File: src/sv/imdmse_pkg.sv
// shared constants, types and codes for the image mse compare block
`timescale 1ns / 1ps

package imdmse_pkg;

   // image and component limits
   localparam int COMPONENTS = 3;
   localparam int LANES      = 3;
   localparam int USED_LANES = (COMPONENTS < LANES) ? COMPONENTS : LANES;
   localparam int MAX_PIXELS = 1048576;

   // widths
   localparam int COMP_W  = 16;
   localparam int SQ_W    = 2 * COMP_W;
   localparam int COUNT_W = 21;
   localparam int SUM_W   = 38;
   localparam int SSD_W   = 54;
   localparam int NUM_W   = 54;
   localparam int DEN_W   = 38;
   localparam int RES_W   = 32;
   localparam int STEP_W  = 6;
   localparam int FRAC_W  = 16;

   // register map of the csr channel
   localparam int CSR_IDX_W = 8;
   localparam logic [CSR_IDX_W-1:0] CSR_DELTA_THR = 8'd0;
   localparam logic [CSR_IDX_W-1:0] CSR_MSE_THR   = 8'd1;

   // request into the shared divider
   typedef struct packed {
      logic             start;
      logic [NUM_W-1:0] numer;
      logic [DEN_W-1:0] denom;
      logic [RES_W-1:0] thresh;
   } div_req_type;

   // answer from the shared divider
   typedef struct packed {
      logic             done;
      logic [RES_W-1:0] quot;
      logic             above;
   } div_rsp_type;

endpackage

File: src/sv/image_difference_mse_compare.sv
// Image pair compare: per-pixel differences plus mean, delta and mse per image.
// An ordinary pixel gives its registered result in the cycle after its transfer, one per cycle
// while the result channel does not stall. A last pixel runs four divisions on one shared
// 1-bit-per-cycle divider (54 steps each), only three when the delta needs no division,
// and its result follows the last division; no pixel is taken meanwhile.
// Reset (synchronous, active high) clears the sums, the count, both thresholds and the output valid.
`timescale 1ns / 1ps

module image_difference_mse_compare (
   input  logic         clock,
   input  logic         reset,
   // pixel pair channel
   input  logic         req_tvalid,
   output logic         req_tready,
   // first_red, first_green, first_blue, second_red, second_green, second_blue
   input  logic [95:0]  req_tdata,
   input  logic         req_tlast,
   // result channel
   output logic         rsp_tvalid,
   input  logic         rsp_tready,
   // diff_red, diff_green, diff_blue, average_first, average_second,
   // relative_delta, mean_squared_error
   output logic [143:0] rsp_tdata,
   // stats_valid, images_differ
   output logic [1:0]   rsp_tuser,
   // register writes
   input  logic         csr_valid,
   output logic         csr_ready,
   input  logic [imdmse_pkg::CSR_IDX_W-1:0] csr_index,
   input  logic [31:0]  csr_data
);
   import imdmse_pkg::*;

   localparam logic [1:0] ST_IDLE  = 2'd0;
   localparam logic [1:0] ST_START = 2'd1;
   localparam logic [1:0] ST_WAIT  = 2'd2;

   localparam logic [1:0] OP_AVG1  = 2'd0;
   localparam logic [1:0] OP_AVG2  = 2'd1;
   localparam logic [1:0] OP_MSE   = 2'd2;
   localparam logic [1:0] OP_DELTA = 2'd3;

   logic [1:0]            state_ff, state_in;
   logic [1:0]            op_ff, op_in;
   logic [RES_W-1:0]      delta_thr_ff, delta_thr_in;
   logic [RES_W-1:0]      mse_thr_ff, mse_thr_in;
   logic [SUM_W-1:0]      sum_first_ff, sum_first_in;
   logic [SUM_W-1:0]      sum_second_ff, sum_second_in;
   logic [SSD_W-1:0]      ssd_ff, ssd_in;
   logic [COUNT_W-1:0]    count_ff, count_in;
   logic [3*COMP_W-1:0]   diff_ff, diff_in;
   logic [COMP_W-1:0]     avg1_ff, avg1_in, avg2_ff, avg2_in;
   logic [RES_W-1:0]      mse_ff, mse_in;
   logic                  mse_above_ff, mse_above_in;
   logic                  rsp_valid_ff, rsp_valid_in;
   logic [143:0]          rsp_data_ff, rsp_data_in;
   logic [1:0]            rsp_user_ff, rsp_user_in;

   logic [COMP_W-1:0]     first_comp [LANES];
   logic [COMP_W-1:0]     second_comp[LANES];
   logic [COMP_W-1:0]     lane_diff  [LANES];
   logic [SQ_W-1:0]       lane_sq    [LANES];
   logic [3*COMP_W-1:0]   pix_diff;
   logic [SUM_W-1:0]      add_first, add_second;
   logic [SSD_W-1:0]      add_ssd;
   logic                  req_fire, rsp_fire, csr_fire;
   logic [DEN_W-1:0]      pix_denom;
   logic [SUM_W-1:0]      sum_gap, sum_small;
   logic                  finish;
   logic [RES_W-1:0]      delta_val;
   logic                  delta_above;
   logic                  differ;
   div_req_type           div_req;
   div_rsp_type           div_rsp;

   assign req_fire   = req_tvalid && req_tready;
   assign rsp_fire   = rsp_valid_ff && rsp_tready;
   assign csr_ready  = 1'b1;
   assign csr_fire   = csr_valid && csr_ready;
   assign req_tready = (state_ff == ST_IDLE) && (!rsp_valid_ff || rsp_tready);

   // component lanes
   for (genvar g = 0; g < LANES; g++) begin : g_lane
      assign first_comp[g]  = req_tdata[g*COMP_W +: COMP_W];
      assign second_comp[g] = req_tdata[(LANES+g)*COMP_W +: COMP_W];
      imdmse_lane u_lane (
         .first_comp  (first_comp[g]),
         .second_comp (second_comp[g]),
         .abs_diff    (lane_diff[g]),
         .sq_diff     (lane_sq[g])
      );
      assign pix_diff[g*COMP_W +: COMP_W] = lane_diff[g];
   end

   // merge what the used lanes found
   always_comb begin
      add_first  = '0;
      add_second = '0;
      add_ssd    = '0;
      for (int i = 0; i < USED_LANES; i++) begin
         add_first  = add_first  + SUM_W'(first_comp[i]);
         add_second = add_second + SUM_W'(second_comp[i]);
         add_ssd    = add_ssd    + SSD_W'(lane_sq[i]);
      end
   end

   // end-of-image operands
   assign pix_denom = DEN_W'(count_ff) * DEN_W'(COMPONENTS);
   assign sum_gap   = (sum_first_ff > sum_second_ff) ? (sum_first_ff - sum_second_ff)
                                                     : (sum_second_ff - sum_first_ff);
   assign sum_small = (sum_first_ff < sum_second_ff) ? sum_first_ff : sum_second_ff;

   // sequencer
   always_comb begin
      state_in      = state_ff;
      op_in         = op_ff;
      delta_thr_in  = delta_thr_ff;
      mse_thr_in    = mse_thr_ff;
      sum_first_in  = sum_first_ff;
      sum_second_in = sum_second_ff;
      ssd_in        = ssd_ff;
      count_in      = count_ff;
      diff_in       = diff_ff;
      avg1_in       = avg1_ff;
      avg2_in       = avg2_ff;
      mse_in        = mse_ff;
      mse_above_in  = mse_above_ff;
      rsp_valid_in  = rsp_valid_ff && !rsp_fire;
      rsp_data_in   = rsp_data_ff;
      rsp_user_in   = rsp_user_ff;
      div_req       = '0;
      finish        = 1'b0;
      delta_val     = '0;
      delta_above   = 1'b0;

      // register writes
      if (csr_fire) begin
         unique case (csr_index)
            CSR_DELTA_THR: delta_thr_in = csr_data;
            CSR_MSE_THR:   mse_thr_in   = csr_data;
            default: ;
         endcase
      end

      unique case (state_ff)
         ST_IDLE: begin
            if (req_fire) begin
               if (count_ff < COUNT_W'(MAX_PIXELS)) begin
                  sum_first_in  = sum_first_ff + add_first;
                  sum_second_in = sum_second_ff + add_second;
                  ssd_in        = ssd_ff + add_ssd;
                  count_in      = count_ff + 1'b1;
               end
               if (req_tlast) begin
                  diff_in  = pix_diff;
                  op_in    = OP_AVG1;
                  state_in = ST_START;
               end else begin
                  rsp_valid_in = 1'b1;
                  rsp_data_in  = {96'd0, pix_diff};
                  rsp_user_in  = 2'b00;
               end
            end
         end
         ST_START: begin
            div_req.denom  = pix_denom;
            div_req.thresh = '0;
            unique case (op_ff)
               OP_AVG1: div_req.numer = NUM_W'(sum_first_ff);
               OP_AVG2: div_req.numer = NUM_W'(sum_second_ff);
               OP_MSE: begin
                  div_req.numer  = NUM_W'(ssd_ff);
                  div_req.thresh = mse_thr_ff;
               end
               OP_DELTA: begin
                  div_req.numer  = NUM_W'(sum_gap) << FRAC_W;
                  div_req.denom  = sum_small;
                  div_req.thresh = delta_thr_ff;
               end
               default: ;
            endcase
            // equal sums or a zero smaller sum need no division
            if (op_ff == OP_DELTA && sum_gap == '0) begin
               finish = 1'b1;
            end else if (op_ff == OP_DELTA && sum_small == '0) begin
               finish      = 1'b1;
               delta_val   = '1;
               delta_above = 1'b1;
            end else begin
               div_req.start = 1'b1;
               state_in      = ST_WAIT;
            end
         end
         ST_WAIT: begin
            if (div_rsp.done) begin
               unique case (op_ff)
                  OP_AVG1: avg1_in = div_rsp.quot[COMP_W-1:0];
                  OP_AVG2: avg2_in = div_rsp.quot[COMP_W-1:0];
                  OP_MSE: begin
                     mse_in       = div_rsp.quot;
                     mse_above_in = div_rsp.above;
                  end
                  OP_DELTA: begin
                     finish      = 1'b1;
                     delta_val   = div_rsp.quot;
                     delta_above = div_rsp.above;
                  end
                  default: ;
               endcase
               if (op_ff != OP_DELTA) begin
                  op_in    = op_ff + 1'b1;
                  state_in = ST_START;
               end
            end
         end
         default: state_in = ST_IDLE;
      endcase

      // end of image: verdict, result and cleared sums
      differ = (((delta_thr_ff != '0) || (mse_thr_ff == '0)) && delta_above)
            || (((mse_thr_ff != '0) || (delta_thr_ff == '0)) && mse_above_ff);
      if (finish) begin
         rsp_valid_in  = 1'b1;
         rsp_data_in   = {mse_ff, delta_val, avg2_ff, avg1_ff, diff_ff};
         rsp_user_in   = {differ, 1'b1};
         sum_first_in  = '0;
         sum_second_in = '0;
         ssd_in        = '0;
         count_in      = '0;
         state_in      = ST_IDLE;
      end
   end

   imdmse_div u_div (
      .clock   (clock),
      .reset   (reset),
      .div_req (div_req),
      .div_rsp (div_rsp)
   );

   always_ff @(posedge clock) begin
      if (reset) begin
         state_ff      <= ST_IDLE;
         op_ff         <= OP_AVG1;
         delta_thr_ff  <= '0;
         mse_thr_ff    <= '0;
         sum_first_ff  <= '0;
         sum_second_ff <= '0;
         ssd_ff        <= '0;
         count_ff      <= '0;
         rsp_valid_ff  <= 1'b0;
      end else begin
         state_ff      <= state_in;
         op_ff         <= op_in;
         delta_thr_ff  <= delta_thr_in;
         mse_thr_ff    <= mse_thr_in;
         sum_first_ff  <= sum_first_in;
         sum_second_ff <= sum_second_in;
         ssd_ff        <= ssd_in;
         count_ff      <= count_in;
         rsp_valid_ff  <= rsp_valid_in;
      end
      diff_ff      <= diff_in;
      avg1_ff      <= avg1_in;
      avg2_ff      <= avg2_in;
      mse_ff       <= mse_in;
      mse_above_ff <= mse_above_in;
      rsp_data_ff  <= rsp_data_in;
      rsp_user_ff  <= rsp_user_in;
   end

   assign rsp_tvalid = rsp_valid_ff;
   assign rsp_tdata  = rsp_data_ff;
   assign rsp_tuser  = rsp_user_ff;

   // pixel count never passes the image limit
   a_count_limit: assert property (@(posedge clock) disable iff (reset)
      count_ff <= COUNT_W'(MAX_PIXELS))
      else $error("pixel count above limit");

   // no result is pending while the divisions run
   a_no_rsp_busy: assert property (@(posedge clock) disable iff (reset)
      (state_ff != ST_IDLE) |-> !rsp_valid_ff)
      else $error("result pending during divisions");

   // divider answers only while the sequencer waits for it
   a_div_done_wait: assert property (@(posedge clock) disable iff (reset)
      div_rsp.done |-> (state_ff == ST_WAIT))
      else $error("divider done outside wait");

   // a finished image leaves cleared sums and a stats result
   a_clear_after: assert property (@(posedge clock) disable iff (reset)
      finish |=> (count_ff == '0) && (ssd_ff == '0) && rsp_valid_ff && rsp_user_ff[0])
      else $error("sums not cleared after image end");

endmodule

File: src/sv/imdmse_lane.sv
// one component lane: absolute difference and its square
`timescale 1ns / 1ps

module imdmse_lane (
   input  logic [imdmse_pkg::COMP_W-1:0] first_comp,
   input  logic [imdmse_pkg::COMP_W-1:0] second_comp,
   output logic [imdmse_pkg::COMP_W-1:0] abs_diff,
   output logic [imdmse_pkg::SQ_W-1:0]   sq_diff
);
   import imdmse_pkg::*;

   // absolute difference
   assign abs_diff = (first_comp > second_comp) ? (first_comp - second_comp)
                                                : (second_comp - first_comp);

   // square of the difference
   assign sq_diff = SQ_W'(abs_diff) * SQ_W'(abs_diff);

endmodule

File: src/sv/imdmse_div.sv
// shared restoring divider, one quotient bit per cycle, with threshold compare
`timescale 1ns / 1ps

module imdmse_div (
   input  logic                     clock,
   input  logic                     reset,
   input  imdmse_pkg::div_req_type  div_req,
   output imdmse_pkg::div_rsp_type  div_rsp
);
   import imdmse_pkg::*;

   localparam logic [STEP_W-1:0] STEP_LAST = STEP_W'(NUM_W - 1);

   logic              busy_ff, busy_in;
   logic              done_ff, done_in;
   logic [STEP_W-1:0] step_ff, step_in;
   logic [NUM_W-1:0]  quot_ff, quot_in;
   logic [DEN_W-1:0]  rem_ff, rem_in;
   logic [DEN_W-1:0]  den_ff, den_in;
   logic [RES_W-1:0]  thr_ff, thr_in;
   logic [DEN_W:0]    trial;
   logic              qbit;

   // one restoring step per cycle
   always_comb begin
      busy_in = busy_ff;
      done_in = 1'b0;
      step_in = step_ff;
      quot_in = quot_ff;
      rem_in  = rem_ff;
      den_in  = den_ff;
      thr_in  = thr_ff;
      trial   = {rem_ff, quot_ff[NUM_W-1]};
      qbit    = 1'b0;
      if (div_req.start) begin
         busy_in = 1'b1;
         step_in = '0;
         quot_in = div_req.numer;
         rem_in  = '0;
         den_in  = div_req.denom;
         thr_in  = div_req.thresh;
      end else if (busy_ff) begin
         if (trial >= {1'b0, den_ff}) begin
            rem_in = DEN_W'(trial - {1'b0, den_ff});
            qbit   = 1'b1;
         end else begin
            rem_in = trial[DEN_W-1:0];
         end
         quot_in = {quot_ff[NUM_W-2:0], qbit};
         step_in = step_ff + 1'b1;
         if (step_ff == STEP_LAST) begin
            busy_in = 1'b0;
            done_in = 1'b1;
         end
      end
   end

   always_ff @(posedge clock) begin
      if (reset) begin
         busy_ff <= 1'b0;
         done_ff <= 1'b0;
         step_ff <= '0;
      end else begin
         busy_ff <= busy_in;
         done_ff <= done_in;
         step_ff <= step_in;
      end
      quot_ff <= quot_in;
      rem_ff  <= rem_in;
      den_ff  <= den_in;
      thr_ff  <= thr_in;
   end

   // saturated quotient and exact compare against the threshold
   always_comb begin
      div_rsp.done  = done_ff;
      div_rsp.quot  = (|quot_ff[NUM_W-1:RES_W]) ? '1 : quot_ff[RES_W-1:0];
      div_rsp.above = (|quot_ff[NUM_W-1:RES_W])
                   || (quot_ff[RES_W-1:0] > thr_ff)
                   || ((quot_ff[RES_W-1:0] == thr_ff) && (rem_ff != '0));
   end

endmodule

File: config.mk
export PLATFORM = sky130hd
export DESIGN_NAME = image_difference_mse_compare
export DESIGN_NICKNAME = d
export VERILOG_FILES = /design/src/sv/imdmse_pkg.sv /design/src/sv/image_difference_mse_compare.sv /design/src/sv/imdmse_lane.sv /design/src/sv/imdmse_div.sv
export SDC_FILE = /design/constraint.sdc
export NUM_CORES = 2
export LEC_CHECK = 0
export ABC_AREA = 1
export BUFFER_PORTS_ARGS = -buffer_cell sky130_fd_sc_hd__buf_2
export CAP_MARGIN = 20
export CORE_ASPECT_RATIO = 0.75
export CORE_UTILIZATION = 30
export CTS_BUF_LIST = sky130_fd_sc_hd__clkbuf_2 sky130_fd_sc_hd__clkbuf_4 sky130_fd_sc_hd__clkbuf_8
export CTS_CLUSTER_SIZE = 12
export DETAILED_ROUTE_END_ITERATION = 12
export HOLD_SLACK_MARGIN = 0.15
export MAX_ROUTING_LAYER = met4
export PLACE_DENSITY_LB_ADDON = 0.05
export SETUP_SLACK_MARGIN = 0.4
export SYNTH_ARGS = -nofsm -noshare
export SYNTH_HDL_FRONTEND = slang
export SYNTH_HIERARCHICAL = 1
export SYNTH_SLANG_ARGS = --single-unit
File: constraint.sdc
create_clock -name clock -period 23.7 [get_ports clock]
set_clock_uncertainty 0.2 [all_clocks]
set_input_delay 3.555 -clock clock [delete_from_list [all_inputs] [get_ports clock]]
set_output_delay 3.555 -clock clock [all_outputs]
set_load 0.005 [all_outputs]
==> results.md <==
* Final setup fails at 0
* Crit start category: input pin
* Initial antenna violation count at 7
* CTS Buf Count at 116
* Syn Std Cell Area at 73190 µm²
* Die Wd at 572.3 µm
* Longest Clk Path Bufs at 3
* Crit-path max cell delay at 570 ps
* Via count at 64920
* Die height at 429.7 µm
* WP buf/inv at 11
* Clock Sinks at 649
* GRT Total Usage at 25.23%
* Port buffer count at 289
* DRT iter0 DRCs at 4684
* Worst-skew pair later-pin latency at 900 ps
* Crit path max-delay cell type: nor3_1
* Family with the most delay on the worst path: adder cells
* #FFs+latches synth at 649
* Setup Fix Bufs, Post-CTS at 0
* Initial Util at 30.26%
* Failing checks: DRC
* Final ANT Viol Nets at 0
* Hold-critical path depth at 2
* Critical path class: in2reg
* Max cap viols at 0
* Syn Inst Count at 9875
* Via density at 4.834
* Total die area at 245900 µm²
* Syn_nets at 11270
* Unrepaired setup endpoints after global routing: false
* Synth Flop Type: edfxtp_1
* Nets at 11490
* CP Data Required Time at 24210 ps
* Vias in the first global route at 65100
* Slew @ Worst Pin at 1253 ps
* Root buffer cell: clkbuf_8
* Final TNS setup at 0 ps
* Grt total ovfl at 0
* Final period util at 61.68%
* Crit path DAT at 15120 ps
* Layout area overhead at 9.817%
* CTS tree: built
* Routed len/inst at 22.60 µm
* GPL Wtd Cong at 1.008
* I/O pin count at 291
* Hold-fix buffers, CTS at 0
* Total wire length at 303.5 mm
* Core area at 241800 µm²
* CP most frequent cell: fa_1
* Layout cells sized above 1 at 8.426%
* # DRC at 20
* FFs w/ async S/R, synth at 0%
* Minimum clock period after layout at 14620 ps
* Drt pass-1 iters at 10
* Netlist cell types at 65
* Post-synth EDFFs at 382
* CTS clk-pin slew, worst paths at 60 ps
* H-tree levels at 3
* Crit path capture type: flop
* Crit path max fanout at 16
* First-pass GRT wire length at 445.9 mm
* Max-slew violation count at 0
* Synth warn at 6
* Fin util at 33.23%
* Fmax at 0.06841 GHz
* Largest net degree at the start of global routing at 100
* Slew headroom at 16.45%
* Cts repair resizes at 0
* Hpwl dp at 253.6 mm
* Num rows at 156
* Final Hold Vio Count at 0
* Min-delay worst type: reg2reg
* Register area share after synthesis at 22.98%
* Worst path depth at 45
* R2r worst-path depth at 27
* Synth Area per Inst at 7.411 µm²
* Status: finished, violations left
==> cell usage in the layout (no fill, tap or decap), types with 238 or more instances in the layout <==
| master | netlist | layout |
|---|---|---|
| xor2_1 | 238 | 238 |
| o21ai_0 | 326 | 326 |
| fa_1 | 625 | 625 |
| nand3_1 | 483 | 483 |
| inv_1 | 1821 | 1819 |
| ha_1 | 632 | 628 |
| buf_2 | 54 | 289 |
| nor2_1 | 967 | 961 |
| edfxtp_1 | 382 | 382 |
| a21oi_1 | 525 | 525 |
| dfxtp_1 | 267 | 267 |
| nand2_1 | 2444 | 2443 |
==> layout make-up <==
cell class                 instances  area (µm²)
multi-input combinational       7044       47800
antenna                            8       20.02
clock inverter                    39       405.4
inverter                        1920        7219
clock buffer                     176        2097
timing repair buffer             355        1954
fill                           26340      161500
sequential                       649       16820
tap                             3239        4053
==> path summary, 6_finish.rpt <==
check	start	slack (ps)	to
max reg2reg	sum_first_ff[21]$_SDFFE_PP0P_	14680	rsp_tdata[50]$_SDFFCE_PP0P_
min reg2reg	rsp_tuser[0]$_SDFFE_PN1P_	260	rsp_tuser[0]$_SDFFE_PN1P_
max	req_tdata[32]	9080	ssd_ff[25]$_SDFFE_PP0P_
min	rsp_tuser[0]$_SDFFE_PN1P_	260	rsp_tuser[0]$_SDFFE_PN1P_
==> cell usage after synthesis (17+ instances only) <==
library cell / n / area, µm²
nand2_2: 71 / 444.2
inv_1: 1821 / 6835
ha_1: 632 / 7908
dfxtp_1: 267 / 5345
inv_2: 86 / 322.8
buf_6: 30 / 337.8
a21o_1: 25 / 187.7
nor2_4: 18 / 202.7
buf_4: 33 / 247.7
nor3_1: 68 / 340.3
a211oi_1: 71 / 533.0
fa_1: 625 / 12510
nand3_1: 483 / 2417
o22ai_1: 17 / 106.4
o21bai_1: 34 / 255.2
a221oi_1: 20 / 175.2
nor4_1: 43 / 269.0
nand4_1: 80 / 500.5
clkbuf_1: 130 / 488.0
o21a_1: 17 / 127.6
xnor2_1: 85 / 744.5
edfxtp_1: 382 / 11470
nand2_1: 2444 / 9174
o21ai_1: 29 / 145.1
xor2_1: 238 / 2085
o21ai_0: 326 / 1632
a31oi_1: 41 / 256.5
buf_2: 54 / 270.3
nor2_2: 32 / 200.2
or2_2: 25 / 156.4
a21oi_1: 525 / 2628
nor2_1: 967 / 3630
==> cells by family (layout without fill, tap and decap cells) <==
| logic type | count (synthesis) | after routing | share of synthesized area (%) |
|---|---|---|---|
| AO/OA/AOI/OAI | 1167 | 1167 | 8.988 |
| XOR/XNOR | 323 | 323 | 3.865 |
| adder cells (fa/ha/maj) | 1257 | 1257 | 27.90 |
| buffers and inverters | 2182 | 2490 | 11.80 |
| flip-flops | 649 | 649 | 22.98 |
| multiplexers | 4 | 4 | 0.05471 |
| other | 4 | 12 | 0.02051 |
| AND/OR/NAND/NOR | 4289 | 4289 | 24.40 |
==> tightest hold or removal path: stages, from the launching register on <==
cell     delay [ps]
dfxtp_1         310
nand2_1          60
nand2_1          50
==> registers in the layout (all words and copies together) (netlist names), 6 cells and up <==
name,count
count_ff,21
mse_ff,32
mse_thr_ff,32
ssd_ff,54
rsp_tdata,144
sum_second_ff,38
u_div/den_ff,38
u_div/thr_ff,32
diff_ff,48
u_div/quot_ff,54
avg1_ff,16
delta_thr_ff,32
u_div/rem_ff,38
avg2_ff,16
u_div/step_ff,6
sum_first_ff,38
==> through the flow <==
stage	hold WS (ps)	setup slack, ps	cell area (µm²)	cells
3_3_place_gp	241.9	8239	77830	13210
2_1_floorplan	246.0	10900	73190	9875
6_report	258.7	9083	80370	13430
4_1_cts	267.3	9123	80350	13420
3_5_place_dp	255.7	8216	77850	13210
5_1_grt	289.9	8426	80360	13430
==> per-layer routing <==
layer  vias to the layer above  share of wire (%)  global-route usage (%)  wire length [µm]
li1                      31330                  -                       -                 -
met4                         0                2.2                   5.252              6610
met2                      1536                 43                   37.61            130200
met5                         -                  0                       -                 0
met1                     31800                 51                   36.74            153400
met3                       256                4.4                   2.539             13310
Power is not shown: default switching activity piles up to over one toggle a cycle in this logic, so the estimate is an artifact.
